### src/design/lzsd_pkg.sv
`default_nettype none

package lzsd_pkg;

  // history window geometry
  localparam int unsigned WINDOW_DEPTH = 4096;
  localparam int unsigned WIN_AW       = $clog2(WINDOW_DEPTH);
  localparam logic [WIN_AW-1:0] WRITE_POS_RESET = 12'hfee;

  // match length coding: low nibble plus bias, 3 to 18
  localparam int unsigned LEN_W      = 5;
  localparam logic [LEN_W-1:0] MATCH_BIAS = 5'd3;

  // flag register: remaining flag bits below a marker one
  localparam int unsigned FLAG_W = 9;
  localparam logic [FLAG_W-1:0] FLAG_MARKER = 9'h100;

  // configuration register indexes (paddr[2])
  localparam logic REG_IDX_INVERT  = 1'b0;
  localparam logic REG_IDX_OUT_LEN = 1'b1;

  // command from the parser to the copy engine
  typedef struct packed {
    logic              is_lit;
    logic [7:0]        lit;
    logic [WIN_AW-1:0] offset;
    logic [LEN_W-1:0]  count;
    logic              done;
  } cmd_t;

endpackage

`default_nettype wire

### src/design/lzsd_front.sv
`default_nettype none

module lzsd_front (
  input  wire logic          clk_i,
  input  wire logic          rst_ni,
  input  wire logic          invert_i,
  input  wire logic [31:0]   out_len_i,
  input  wire logic          accept_i,
  input  wire logic [7:0]    in_byte_i,
  output logic               push_o,
  output lzsd_pkg::cmd_t     cmd_o
);

  typedef enum logic [1:0] {
    PH_TOKEN,
    PH_FLAG_LOADED,
    PH_MATCH_HI
  } phase_e;

  phase_e                        phase_q, phase_d;
  logic [lzsd_pkg::FLAG_W-1:0]   flag_q, flag_d;
  logic [7:0]                    off_lo_q, off_lo_d;
  logic [31:0]                   produced_q, produced_d;

  logic                          active;
  logic [31:0]                   remain;
  logic [7:0]                    b;
  logic [lzsd_pkg::LEN_W-1:0]    len;
  logic [lzsd_pkg::LEN_W-1:0]    cnt;
  logic [lzsd_pkg::FLAG_W-1:0]   flag_sh;

  assign active  = (produced_q < out_len_i);
  assign remain  = out_len_i - produced_q;
  assign b       = in_byte_i ^ {8{invert_i}};
  assign len     = {1'b0, b[3:0]} + lzsd_pkg::MATCH_BIAS;
  assign cnt     = (remain < 32'(len)) ? remain[lzsd_pkg::LEN_W-1:0] : len;
  assign flag_sh = {1'b0, flag_q[lzsd_pkg::FLAG_W-1:1]};

  always_comb begin
    phase_d    = phase_q;
    flag_d     = flag_q;
    off_lo_d   = off_lo_q;
    produced_d = produced_q;
    push_o     = 1'b0;
    cmd_o      = '0;
    if (accept_i && active) begin
      unique case (phase_q)
        PH_MATCH_HI: begin
          push_o       = 1'b1;
          cmd_o.is_lit = 1'b0;
          cmd_o.offset = {b[7:4], off_lo_q};
          cmd_o.count  = cnt;
          cmd_o.done   = (remain <= 32'(len));
          produced_d   = produced_q + 32'(cnt);
          phase_d      = PH_TOKEN;
        end
        PH_TOKEN, PH_FLAG_LOADED: begin
          logic [lzsd_pkg::FLAG_W-1:0] fb;
          fb = (phase_q == PH_TOKEN) ? flag_sh : flag_q;
          flag_d = fb;
          if ((phase_q == PH_TOKEN) && (fb <= 9'd1)) begin
            // new flag byte
            flag_d  = {1'b0, b} | lzsd_pkg::FLAG_MARKER;
            phase_d = PH_FLAG_LOADED;
          end else if (fb[0]) begin
            push_o       = 1'b1;
            cmd_o.is_lit = 1'b1;
            cmd_o.lit    = b;
            cmd_o.count  = lzsd_pkg::LEN_W'(1);
            cmd_o.done   = (remain == 32'd1);
            produced_d   = produced_q + 32'd1;
            phase_d      = PH_TOKEN;
          end else begin
            off_lo_d = b;
            phase_d  = PH_MATCH_HI;
          end
        end
        default: begin
          phase_d = PH_TOKEN;
        end
      endcase
    end
  end

  always_ff @(posedge clk_i or negedge rst_ni) begin
    if (!rst_ni) begin
      phase_q    <= PH_TOKEN;
      flag_q     <= '0;
      off_lo_q   <= '0;
      produced_q <= '0;
    end else begin
      phase_q    <= phase_d;
      flag_q     <= flag_d;
      off_lo_q   <= off_lo_d;
      produced_q <= produced_d;
    end
  end

endmodule

`default_nettype wire

### config.mk
export PLATFORM = sky130hd
export DESIGN_NAME = lzsd_front
export DESIGN_NICKNAME = d
export VERILOG_FILES = /design/src/design/lzsd_pkg.sv /design/src/design/lzsd_front.sv
export SDC_FILE = /design/constraint.sdc
export NUM_CORES = 1
export LEC_CHECK = 0
export BUFFER_PORTS_ARGS = -buffer_cell sky130_fd_sc_hd__buf_2
export CORE_ASPECT_RATIO = 0.9
export CORE_UTILIZATION = 40
export DETAILED_ROUTE_END_ITERATION = 7
export PLACE_DENSITY = 0.67
export REMOVE_ABC_BUFFERS = 1
export SYNTH_ARGS = -nofsm -noshare
export SYNTH_HDL_FRONTEND = slang
export SYNTH_SLANG_ARGS = --single-unit
### constraint.sdc
create_clock -name clk_i -period 5.16 [get_ports clk_i]
set_input_delay 0.516 -clock clk_i [delete_from_list [all_inputs] [get_ports clk_i]]
set_output_delay 0.516 -clock clk_i [all_outputs]
set_load 0.005 [all_outputs]
==> impl_metrics.tcl <==
set metrics [dict create \
    drive_gt1_frac 0.330 \
    dieArea_mm2 0.0139 \
    critPathKind "flip-flop to flip-flop" \
    synth_area_leaders "dfrtp_1 (24%), ha_1 (10%), xnor2_1 (6.7%), a21oi_1 (5.5%), nor2_1 (4.0%)" \
    syn_area_per_cell_um2 7.95 \
    root_buffer "clkbuf_16" \
    arrival_ns 5.25 \
    ys_top_cells_by_count "a21oi_1 (59), nor2_1 (57), nand2_1 (56)" \
    antenna_found_initial 0 \
    p_clk_frac 0.205 \
    cts_max_path_buffers 2 \
    routed_wl_um 17000 \
    synth_top_area_cell "dfrtp_1" \
    p_seq_frac 0.275 \
    fp.dieW_um 124 \
    slew_headroom 0.199 \
    internal_power_uw 1060 \
    vias_per_cell 5.71 \
    rr_endpoint "produced_q[26]$_DFFE_PN0P_" \
    holdWs_ns 0.324 \
    h-tree-depth 2 \
    routabilityCongestion 0.980 \
    antenna_cells 0 \
    tightest_slew_ns 1.19 \
    hold_violations 0 \
    skew_ns 0.00972 \
    drc 0 \
    grtUsageTotal 0.243 \
    ys_seq_area_frac 0.238 \
    cts_tree "done" \
    p_leak_uw 0.00309 \
    core_area_mm2 0.0129 \
    cts_inserted_buffers 5 \
    synth.most_common_cell "a21oi_1" \
    cts_hold_buf 0 \
    crit_required_ns 5.39 \
    powerDensity_mw_per_mm2 255 \
    ir_worst_vdd_v 0.000213 \
    rr_worst_depth 25 \
    setup_viol 0 \
    status "finished, final reports clean" \
    maxSlewViolCount 0 \
    clkTransAtPathRegs_ns 0.08 \
    cts.sink_count 51 \
    grt_pass1_wl_um 26600 \
    clkLatencyLatePin_ns 0.31 \
    area_growth_pct 29.7 \
    grt_max_degree 52 \
    avgRoutedWirePerCell_um 17.3 \
    critPathMaxFanout 10 \
    port_buffers 71 \
    grt-ovfl-total 0 \
    r2r-start "produced_q[3]$_DFFE_PN0P_" \
    worst_setup_path_start_kind "flip-flop" \
    dr.pass1.iters 6 \
    fmax_mhz 199 \
    slowest_delay_ns 0.43 \
    drtIter0Drc 524 \
    finalCriticalPeriod_ns 5.02 \
    cpMostUsedCell "buf_4" \
    dieHeight_um 112 \
    cp_top_family "simple AND/OR/NAND/NOR gates" \
    p_sw_uw 713 \
    grt_setup_unrepaired "true" \
    netSwitchingFraction 0.402 \
    grt_pass1_vias 5399 \
    synth_cell_types 77 \
    io_pins 72 \
    yosys_warnings 0 \
    synthCells 674 \
    place_hpwl_um 13300 \
    tns_ns 0 \
    fp-row-count 39 \
    synth_edf_count 0 \
    nets 905 \
    end_kind "flip-flop" \
    p_comb_frac 0.520 \
    slowest_stage "fa_1" \
    synth-seq-cells 51 \
    synth_ff_type "dfrtp_1" \
    start_util 0.416 \
    hold_class "primary input to asynchronous set/reset pin" \
    post-route-util 0.539 \
    synth_top_area_frac 0.238 \
    cap_violations 0 \
    netlist_area_mm2 0.00536 \
    r2r_setup_slack_ns 0.14 \
    async_flop_share 1.00 \
    vias 5600 \
    period_share 0.973 \
    ant_nets 0 \
    crit_buf_inv 6 \
]
## cell usage in the layout, fill, tap and decap left out, drive strengths merged, types with 3 or more instances in the layout
master  instances
a211o           3
a211oi         10
a21boi          4
a21o            8
a21oi          64
a31oi           6
and2           12
and3            9
and4            9
buf           161
clkbuf          5
dfrtp          51
ha             43
inv            55
mux2            4
mux2i           6
nand2          56
nand2b          9
nand3          14
nand3b          5
nand4          19
nor2           58
nor2b           5
nor3           26
nor4           14
o211ai          4
o21a            4
o21ai          46
o21bai          3
o31ai           3
or3             8
xnor2          41
xor2           15
## timing repair
action                                  in CTS  in global routing
pin swaps                                    0                 24
endpoints found under the setup margin      11                 25
resized for setup                            2                 81
setup buffers                                0                 13
## power groups by stage
stage / combinational (µW) / sequential (µW) / clock (µW)
final: 922 / 487 / 363
after global routing: 1010 / 493 / 383
after CTS: 775 / 487 / 372
after detailed placement: 768 / 495 / 0
after global placement: 749 / 491 / 0
after floorplan: 491 / 482 / 0
## cells by family (layout without fill, tap and decap cells)
family	after synthesis	count (layout)	synth area share
buffers and inverters	79	222	0.0659
flip-flops	51	51	0.238
adder cells (fa/ha/maj)	45	45	0.108
AND/OR/NAND/NOR	254	254	0.258
XOR/XNOR	56	56	0.0915
multiplexers	10	10	0.0196
AO/OA/AOI/OAI	179	179	0.219
## how the worst max path moves through the flow
stage,start,to,slack (ns),cells past startpoint
after CTS,produced_q[1]$_DFFE_PN0P_,produced_q[14]$_DFFE_PN0P_,0.002,24
final,produced_q[3]$_DFFE_PN0P_,produced_q[26]$_DFFE_PN0P_,0.14,25
after detailed placement,out_len_i[0],produced_q[21]$_DFFE_PN0P_,-0.32,25
after global placement,out_len_i[0],produced_q[25]$_DFFE_PN0P_,-0.08,25
after global routing,produced_q[6]$_DFFE_PN0P_,produced_q[14]$_DFFE_PN0P_,-0.07,23
after floorplan,out_len_i[0],produced_q[14]$_DFFE_PN0P_,0.16,22
## routing by layer
metal,part of all wire,global-route usage
met4,0.017,0.0587
met5,0,0
met2,0.45,0.359
met3,0.068,0.0420
met1,0.47,0.362
## flip-flops by register name, indices dropped and copies added, names as in the netlist
| register | count |
|---|---|
| phase_q | 2 |
| off_lo_q | 8 |
| produced_q | 32 |
| flag_q | 9 |
## layout make-up
class,instances,area (µm²)
tap,164,205
sequential,51,1280
fill,1234,5930
multi-input combinational,544,4070
inverter,53,199
clock inverter,3,26.3
clock buffer,5,125
timing repair buffer,161,1040
## metrics by stage
stage	std cells	setup WS [ns]	area, µm²	total power [µW]
after CTS	968	0.00191	6520	1630
after global placement	960	-0.0834	6360	1240
final	981	0.141	6950	1770
after global routing	981	-0.0672	6950	1880
after detailed placement	960	-0.319	6360	1260
after floorplan	648	0.159	5200	973
Power figures use the tool's default switching activity.
