[src/design/lzsd_pkg.sv]
`default_nettype none

package lzsd_pkg;

  // history window geometry
  localparam int unsigned WINDOW_DEPTH = 4096;
  localparam int unsigned WIN_AW       = $clog2(WINDOW_DEPTH);
  localparam logic [WIN_AW-1:0] WRITE_POS_RESET = 12'hfee;

  // match length coding: low nibble plus bias, 3 to 18
  localparam int unsigned LEN_W      = 5;
  localparam logic [LEN_W-1:0] MATCH_BIAS = 5'd3;

  // flag register: remaining flag bits below a marker one
  localparam int unsigned FLAG_W = 9;
  localparam logic [FLAG_W-1:0] FLAG_MARKER = 9'h100;

  // configuration register indexes (paddr[2])
  localparam logic REG_IDX_INVERT  = 1'b0;
  localparam logic REG_IDX_OUT_LEN = 1'b1;

  // command from the parser to the copy engine
  typedef struct packed {
    logic              is_lit;
    logic [7:0]        lit;
    logic [WIN_AW-1:0] offset;
    logic [LEN_W-1:0]  count;
    logic              done;
  } cmd_t;

endpackage

`default_nettype wire

[src/design/lzsd_cmd_fifo.sv]
`default_nettype none

module lzsd_cmd_fifo #(
  parameter int unsigned Depth = 2
) (
  input  wire logic          clk_i,
  input  wire logic          rst_ni,
  input  wire logic          push_i,
  input  wire lzsd_pkg::cmd_t push_cmd_i,
  output logic               full_o,
  input  wire logic          pop_i,
  output lzsd_pkg::cmd_t     pop_cmd_o,
  output logic               empty_o
);

  localparam int unsigned PtrW = (Depth > 1) ? $clog2(Depth) : 1;
  localparam int unsigned CntW = $clog2(Depth + 1);
  localparam logic [PtrW-1:0] PtrLast = PtrW'(Depth - 1);
  localparam logic [CntW-1:0] CntFull = CntW'(Depth);

  lzsd_pkg::cmd_t  slots_q [Depth];
  logic [PtrW-1:0] wr_ptr_q, wr_ptr_d;
  logic [PtrW-1:0] rd_ptr_q, rd_ptr_d;
  logic [CntW-1:0] cnt_q, cnt_d;

  assign full_o    = (cnt_q == CntFull);
  assign empty_o   = (cnt_q == '0);
  assign pop_cmd_o = slots_q[rd_ptr_q];

  always_comb begin
    wr_ptr_d = wr_ptr_q;
    rd_ptr_d = rd_ptr_q;
    cnt_d    = cnt_q;
    if (push_i) begin
      wr_ptr_d = (wr_ptr_q == PtrLast) ? '0 : wr_ptr_q + 1'b1;
    end
    if (pop_i) begin
      rd_ptr_d = (rd_ptr_q == PtrLast) ? '0 : rd_ptr_q + 1'b1;
    end
    if (push_i && !pop_i) begin
      cnt_d = cnt_q + 1'b1;
    end else if (pop_i && !push_i) begin
      cnt_d = cnt_q - 1'b1;
    end
  end

  always_ff @(posedge clk_i or negedge rst_ni) begin
    if (!rst_ni) begin
      wr_ptr_q <= '0;
      rd_ptr_q <= '0;
      cnt_q    <= '0;
    end else begin
      wr_ptr_q <= wr_ptr_d;
      rd_ptr_q <= rd_ptr_d;
      cnt_q    <= cnt_d;
    end
  end

  always_ff @(posedge clk_i) begin
    if (push_i) begin
      slots_q[wr_ptr_q] <= push_cmd_i;
    end
  end

  a_no_push_full: assert property (@(posedge clk_i) disable iff (!rst_ni)
    push_i |-> !full_o) else $error("command pushed into full queue");

  a_no_pop_empty: assert property (@(posedge clk_i) disable iff (!rst_ni)
    pop_i |-> !empty_o) else $error("command popped from empty queue");

endmodule

`default_nettype wire

[config.mk]
export PLATFORM = sky130hd
export DESIGN_NAME = lzsd_cmd_fifo
export DESIGN_NICKNAME = d
export VERILOG_FILES = /design/src/design/lzsd_pkg.sv /design/src/design/lzsd_cmd_fifo.sv
export SDC_FILE = /design/constraint.sdc
export NUM_CORES = 1
export LEC_CHECK = 0
export BUFFER_PORTS_ARGS = -buffer_cell sky130_fd_sc_hd__buf_4
export CAP_MARGIN = 5
export CORE_MARGIN = 1
export CORE_UTILIZATION = 45
export DETAILED_ROUTE_END_ITERATION = 7
export GPL_TIMING_DRIVEN = 0
export HOLD_SLACK_MARGIN = 0.12
export PLACE_DENSITY_LB_ADDON = 0.3
export SKIP_LAST_GASP = 1
export SYNTH_ARGS = -nofsm -noshare
export SYNTH_HDL_FRONTEND = slang
export SYNTH_SLANG_ARGS = --single-unit
[constraint.sdc]
create_clock -name clk_i -period 5.49 [get_ports clk_i]
set_clock_uncertainty 0.1 [all_clocks]
set_input_delay 0.549 -clock clk_i [delete_from_list [all_inputs] [get_ports clk_i]]
set_output_delay 0.549 -clock clk_i [all_outputs]
set_load 0.02 [all_outputs]
==> run summary, run 1 <==
The number of buffer and inverter instances along the worst setup path was 3. The clock root buffer is clkbuf_8. TritonCTS built the clock tree. The run finished with clean final reports. The share of final-layout standard cells stronger than drive strength 1 works out to 0.582. In this run the horizontal extent of the chip is 72.5 µm. The finished layout holds 244 standard cells, fillers aside. The tools report the worst reg2reg path startpoint as wr_ptr_q.

In this run the number of cells on the critical path is 4. The final number of max-transition violations came out at 0. Traced cell by cell, the critical path runs through buf_6 -> buf_12 -> mux2_4 -> buf_4. Cell type of the slowest stage on the worst timing path: dfrtp_1.

The number of antenna diodes was 0. The tools report the initial core utilization as 0.470. The number of buffers created by CTS came out at 9. The portion of the clock cycle consumed by the worst path in the final layout works out to 0.382. After floorplanning, the core was divided into 25 placement rows.

Routability-driven placement finished with a final weighted congestion of 0.655. Across the run, the number of max-cap violations was 0. Static timing analysis puts the maximum clock frequency at 0.477 GHz. The worst setup path is of the reg2out kind. The die area was 0.00525 mm². The run gives 58 as the number of sinks handled by clock tree synthesis.

Static leakage power: 1.21 nW. In this run, distinct cell masters in the synthesized netlist total 13. After clock tree synthesis, the setup repair step added 0 buffers. The total of buffers placed on input and output ports was 59; the number of buffers on the longest clock path was 2. The number of I/O pins was 60; the flop-to-flop setup slack was 3840 ps. The hold slack was 305 ps; the post-detailed-route count of antenna-violating nets was 0.

The post-synthesis sequential area ratio was 0.770. The worst setup path is captured at an output port. Ranked by total cell area, the synthesized netlist is headed by edfxtp_1 (73%), mux2_4 (13%), dfrtp_1 (4.5%). The worst setup path is launched from a flip-flop.

edfxtp_1 takes more of the synthesized area than any other cell. Relative to the synthesized area, the layout overhead comes to 34.4%. The final-report hold violation count is 0, and the mean cell area of the mapped netlist is 22.3 µm².

After clock tree synthesis, the clock-pin slew on the worst setup and hold paths is 60 ps. The critical path data required time is 4840 ps, and the layout filler cell count is 365. The run gives 2.40 mm as the total half-perimeter wirelength after legalization and detailed placement.

Beginning of the critical path: rd_ptr_q. The vias per cell is 4.54. For the count of unresolved DRC violations after routing, the log shows 0. Dominant delay contributor by cell family on the critical path: buffers and inverters.

In the final layout, the multi-input gates occupy 460 µm². The count of H-tree levels built during CTS was 3. The tools report the total vias in the final route as 1,108. The final layout contains 205 nets. Dividing the detail-routed wire length by the instance count gives 14.7 µm.

The post-synthesis sequential element count is 58, and the cell count after synthesis is 100. Setup violations remaining at the end of the flow were counted as 0. The power per cell area was 528 mW/mm²; the clock network latency to the later pin of the worst-skew pair was 320 ps. Summed over all layers, the global routing overflow is 0. After detailed routing, the total wire length is 3.59 mm. The initial antenna violation count came out at 0.

The clock period minus final worst setup slack is 2100 ps, and the post-synthesis cell area is 0.00223 mm². The arrival time of the worst setup path is 1450 ps, and the number of DRC violations after detailed-routing iteration 0 is 65. For the worst-case vdd ir drop, the log shows 0.340 mV.

Before antenna repair, the detailed router went through 4 iterations. Largest fanout on the critical path: 10. Registers take 0.00172 mm². Pin count of the biggest net entering global routing: 28. Capturing instance or port of the critical path: pop_cmd_o[4]. Setup repair after global routing left no endpoint under its margin.

The largest single stage delay on the critical path is 370 ps. The height of the die was 72.5 µm. The region available for standard cell placement spans 0.00475 mm². The share of Yosys cell area claimed by the top area cell type is 0.726.

For the global-route total usage across every layer, the log shows 0.154. The measured slew at the worst slew-check pin was 760 ps. The number of cells on the worst reg-to-reg path came out at 2.

The path class of the tightest hold or removal check is in2reg. Capture instance of the worst register-to-register path: slots_q[0][8]. The number of global-route vias before repair was 1,217; the number of warnings reported in the yosys synthesis log was 0. The tools report the number of instances in the placed design as 227. The synthesized net count was 132.

Summed over all failing endpoints, the final setup total negative slack is 0 ps. The tools report the worst-case headroom to the max-slew limit as 0.491. The run gives 5.65 mm as the first-pass GRT wire length.
-- sequential cells by signal (all words and copies together), names as in the netlist --
register	cells
rd_ptr_q	1
cnt_q	2
slots_q	54
wr_ptr_q	1
-- where the power goes --
group | internal [mW] | switching [mW] | leakage (nW)
logic | 0.321 | 0.293 | 0.570
registers | 0.591 | 0.0321 | 0.553
clock network | 0.201 | 0.148 | 0.0886
total | 1.11 | 0.473 | 1.21
-- layer usage --
| metal | track usage | up-vias | wire (µm) |
|---|---|---|---|
| li1 | - | 531 | - |
| met4 | 0.111 | 0 | 85 |
| met3 | 0.0486 | 9 | 196 |
| met1 | 0.168 | 528 | 1480 |
| met5 | 0 | - | 0 |
| met2 | 0.253 | 40 | 1830 |
-- final cells by class --
cell class                 instances  area share
sequential                        58       0.573
timing repair buffer              62       0.169
multi-input combinational         38       0.153
clock buffer                      10      0.0425
tap                               67      0.0279
buffer                             3      0.0171
clock inverter                     5      0.0154
inverter                           1     0.00125
-- layout by cell type (no fill, tap or decap), drive strengths merged, types with 2 or more instances in the layout --
master and n:
mux2 27, nor2 2, edfxtp 54, nor2b 2, xor2 4, clkinv 4, buf 64, clkbuf 10
dfrtp 4
-- how the worst min path moves through the flow --
| stage | from | to | slack [ps] | cells past startpoint |
|---|---|---|---|---|
| floorplan | rst_ni | cnt_q[0] | 150 | 0 |
| finish | pop_i | rd_ptr_q | 310 | 2 |
| CTS | push_cmd_i[5] | slots_q[0][5] | 300 | 1 |
| detailed placement | rst_ni | cnt_q[0] | 250 | 1 |
| global placement | rst_ni | cnt_q[1] | 250 | 1 |
| global route | push_cmd_i[10] | slots_q[0][10] | 290 | 1 |
-- repair_timing --
| action | CTS | global route |
|---|---|---|
| endpoints found under the hold margin | 4 | 0 |
| gates resized for setup | 0 | 0 |
| hold buffers | 1 | 0 |
-- cell usage after synthesis --
cell type / n
edfxtp_1: 54
mux2_4: 19
mux2_2: 8
dfrtp_1: 4
xor2_1: 4
buf_12: 2
nor2_1: 2
nor2b_1: 2
and2_1: 1
buf_6: 1
ha_1: 1
inv_1: 1
xnor2_1: 1
-- cell families after synthesis --
| kind of cell | synth area share |
|---|---|
| XOR/XNOR | 0.0196 |
| adder cells (fa/ha/maj) | 0.00560 |
| buffers and inverters | 0.0246 |
| flip-flops | 0.770 |
| multiplexers | 0.168 |
| AND/OR/NAND/NOR | 0.0118 |
-- through the flow --
stage | area, µm² | worst slack (ps) | total power, mW | utilization
2_1_floorplan | 2230 | 3190 | 1.03 | -
5_1_grt | 3000 | 3350 | 1.66 | 0.632
4_1_cts | 2980 | 3370 | 1.59 | 0.626
3_3_place_gp | 2760 | 2480 | 1.21 | 0.581
6_report | 3000 | 3390 | 1.59 | 0.632
3_5_place_dp | 2790 | 3280 | 1.24 | 0.587
No activity file was read; power rests on OpenSTA's default activity.
==> run 2, diff against run 1 <==
ABC_AREA = 1   (was unset)
clock period = 1.7 ns   (was 5.49 ns; I/O delays follow)
==> run 2 against run 1 <==
Effect of this change: the run now ends with setup timing left; wire length rose by 18%; highest routed layer unchanged; core utilization rose by 8.4 points; worst setup slack got worse by 3400 ps; sequential power rose to 3.2 times the previous value; global-route usage rose by 2.0 points; largest power group is now combinational logic; hold slack got worse by 51 ps; synthesized cell count rose by 9.0%; clock-buffer cell count rose by 2; sequential share of layout area fell by 7.1 points; area after synthesis rose by 0.90%; final area rose by 14%; via count rose by 17%.
==> run summary, run 2 <==
The flow ran to the end, but the final reports show violations. The checks that failed: setup timing. Signal routing reaches up to met4. The total half-perimeter wirelength after legalization and detailed placement was 2.43 mm (+1.2%). The flip-flop count of the largest register after layout came out at 54 (unchanged). By area the synthesized netlist is led by edfxtp_1 (72%), mux2_4 (13%), dfrtp_1 (4.4%). The max-capacitance violation count was 0 (unchanged); the post-synthesis sequential element count was 58 (unchanged). The worst hold path depth was 3 (+1).

The post-synthesis sequential area ratio was 0.764 (-0.00684). Ranked by instance count, the synthesized netlist is headed by edfxtp_1 (54), mux2_4 (19), mux2_2 (8), inv_1 (7), nand2_1 (5). For the first-pass GRT wire length, the log shows 6.25 mm (+11%). The worst path setup slack after routing was -7.45 ps (-3400 ps); the largest fanout on the critical path was 10 (unchanged).

For the post-detailed-route count of antenna-violating nets, the log shows 0 (unchanged). The tools report the total wire length as 4.24 mm (+18%). The footprint of the flip-flops and latches is 0.00172 mm² (unchanged).

The overflow left after global routing is 0 (unchanged), and the summed negative setup slack over all endpoints is -11.2 ps (-11.2 ps). The logs give 141 (+6.8%) for the synthesized net count and 28 (unchanged) for the pin count of the biggest net entering global routing. Number of antenna diodes: 0 (unchanged).

The number of distinct library cells after synthesis was 14 (+1); the die extent in x was 72.8 µm (+0.43%). The worst setup path is captured at an output port. Fraction of synthesis flops using an asynchronous set or reset pin: 0.0690 (unchanged). The count of non-filler cells in the finished layout is 288 (+18%). For the weighted congestion at the end of routability-driven global placement, the log shows 0.622 (-5.1%). The core area came out at 0.00479 mm² (+0.66%). The static leakage power was 1.42 nW (+17%).

The library cells used most frequently in the layout, excluding fill and tap cells, are edfxtp_1 (54), buf_4 (47), dlygate4sd3_1 (31). The class of the tightest hold or removal check was in2reg. The run gives 0 (unchanged) as the final-report hold violation count. Final design instance area without fill: 0.00342 mm² (+14%). Vias per cell: 4.51 (-0.67%). The logs give 0 (unchanged) for the final number of max-transition violations and 0.00225 mm² (+0.90%) for the post-synthesis cell area. For the number of sinks handled by clock tree synthesis, the log shows 58 (unchanged). The share of final-layout standard cells stronger than drive strength 1 is 0.489 (-0.0932), and the floorplan row count is 25 (unchanged).

For the count of H-tree levels built during CTS, the log shows 3 (unchanged). The relative area change from synthesis to final layout was 51.9%. The tools report the clock network latency to the later pin of the worst-skew pair as 330 ps (about the same). The library cell with the highest instance count after synthesis was edfxtp_1. The number of enable flip-flop cells after synthesis is 54 (unchanged), and the layout filler cell count is 322 (-12%).

The tools report the arrival time of the worst setup path as 1440 ps (about the same). The total met3 wirelength after detailed routing is 210 µm (+7.1%), and the met2 wire length is 2.30 mm (+26%). Number of buffers on the longest clock path: 2 (unchanged).

The share of Yosys cell area claimed by the top area cell type works out to 0.719 (-0.00644). The height of the die was 72.8 µm (+0.43%); the number of warnings reported in the yosys synthesis log was 0 (unchanged). Derived from the worst setup path, the maximum achievable clock frequency is 0.586 GHz. The initial core utilization was 0.471 (+0.00111); the cell count after synthesis was 109 (+9.0%).

The total of buffers placed on input and output ports is 59 (unchanged), and the hold slack is 255 ps (-50.9 ps). The worst setup path is of the reg2out kind. The library cell used most frequently in the layout, excluding fill and tap cells, is edfxtp_1. The register clock-pin slew on the reported worst setup and hold paths works out to 60 ps (about the same). Clock root buffer: clkbuf_8.

The worst-case vdd ir drop was 0.885 mV (+160%). For the initial antenna violation count, the log shows 0 (unchanged). The run gives 9 (unchanged) as the number of buffers created by CTS. Setup repair after global routing could not meet its margin everywhere. slots_q holds more flip-flops than any other register.

Average detailed-routed wire length per instance: 14.7 µm (-0.17%). The portion of the clock cycle consumed by the worst path in the final layout is 1.00. The total vias in the final route is 1,299 (+17%), and the count of unresolved DRC violations after routing is 0 (unchanged). The length of the first detailed-routing pass in iterations came out at 4 (unchanged). The run gives 0.634 (+0.143) as the worst-case headroom to the max-slew limit. In the final layout, the registers with the most flip-flops are slots_q x54, cnt_q x2. The number of global-route vias before repair is 1,366 (+12%).

The multi-input combinational cell area is 485 µm² (+5.4%). The total chip power was 5.49 mW (+250%). Number of DRC violations after detailed-routing iteration 0: 67 (+3.1%). The logs give 60 (unchanged) for the number of I/O pins and 3 (+3) for the number of endpoints failing setup at the final stage.

The mean cell area of the mapped netlist is 20.7 µm² (-7.4%). The kind of start point of the critical path was a flip-flop. For the net count of the finished layout, the log shows 248 (+21%).

The synthesized design spends more area on one cell type than any other, namely edfxtp_1. The post-placement cell area came out at 0.00280 mm² (+0.27%). The tools report the critical path data required time as 1430 ps (-3410 ps). Subtracting the final worst setup slack from the clock period gives 1710 ps. The number of instances in the placed design was 236 (+4.0%). Among all flip-flop cells after synthesis, the most frequent one is edfxtp_1. The die area was 0.00530 mm² (+0.87%); the power per cell area was 1600 mW/mm² (+200%). TritonCTS built the clock tree. The measured slew at the worst slew-check pin is 548 ps (-213 ps). The tools report the post-route core utilization as 0.716 (+0.0840).

The number of cells on the worst reg-to-reg path was 2 (unchanged). The length of routed wiring on met1 is 1.63 mm (+10%), and the pre-CTS setup slack is -146 ps (-3430 ps). The global-route total usage across every layer is 0.174 (+0.0197).
run 2: cell families (layout without fill, tap and decap cells):
| family | Yosys count | count (layout) | share of synthesized area |
|---|---|---|---|
| buf+inv | 10 | 122 | 0.0344 |
| fa+ha+maj | 1 | 1 | 0.00555 |
| xor+xnor | 3 | 3 | 0.0117 |
| flops | 58 | 58 | 0.764 |
| mux | 27 | 27 | 0.166 |
| simple gates | 10 | 10 | 0.0183 |
run 2: timing repair:
action | CTS | global route
resized for setup | 6 | 18
gates cloned | 0 | 1
buffers inserted | 3 | 1
hold buffers | 31 | 0
endpoints found under the hold margin | 61 | 0
endpoints found under the setup margin | 57 | 53
run 2: worst paths after layout:
kind	start	slack [ps]	to
hold reg to reg	cnt_q[1]	430	cnt_q[1]
setup reg to reg	wr_ptr_q	160	slots_q[0][15]
max in group asynchronous	rst_ni	690	wr_ptr_q
hold / removal	push_i	250	slots_q[0][6]
min in group asynchronous	rst_ni	640	cnt_q[0]
setup / recovery	rd_ptr_q	-7	pop_cmd_o[15]
run 2: layout make-up:
class / instances / share of cell area
plain buffers: 3 / 0.0150
clock buffers: 12 / 0.0395
clock inverters: 4 / 0.0124
inverters: 7 / 0.00877
multi-input cells: 41 / 0.142
flip-flops and latches: 58 / 0.503
well taps: 67 / 0.0245
repair buffers: 95 / 0.253
repair inverters: 1 / 0.00219
run 2: critical path: stages, from the launching register on:
cell	delay (ps)
dfrtp_1	370
buf_6	140
buf_12	150
mux2_4	290
buf_4	160
run 2: per-layer routing:
layer,global-route usage,vias up
li1,-,630
met1,0.167,615
met2,0.315,45
met3,0.0497,9
met4,0.124,0
met5,0,-
run 2: power breakdown:
part | switching (mW) | leakage [nW] | internal (mW)
combinational | 1.06 | 0.772 | 1.25
clock | 0.497 | 0.0894 | 0.666
sequential | 0.113 | 0.554 | 1.91
total | 1.67 | 1.42 | 3.82
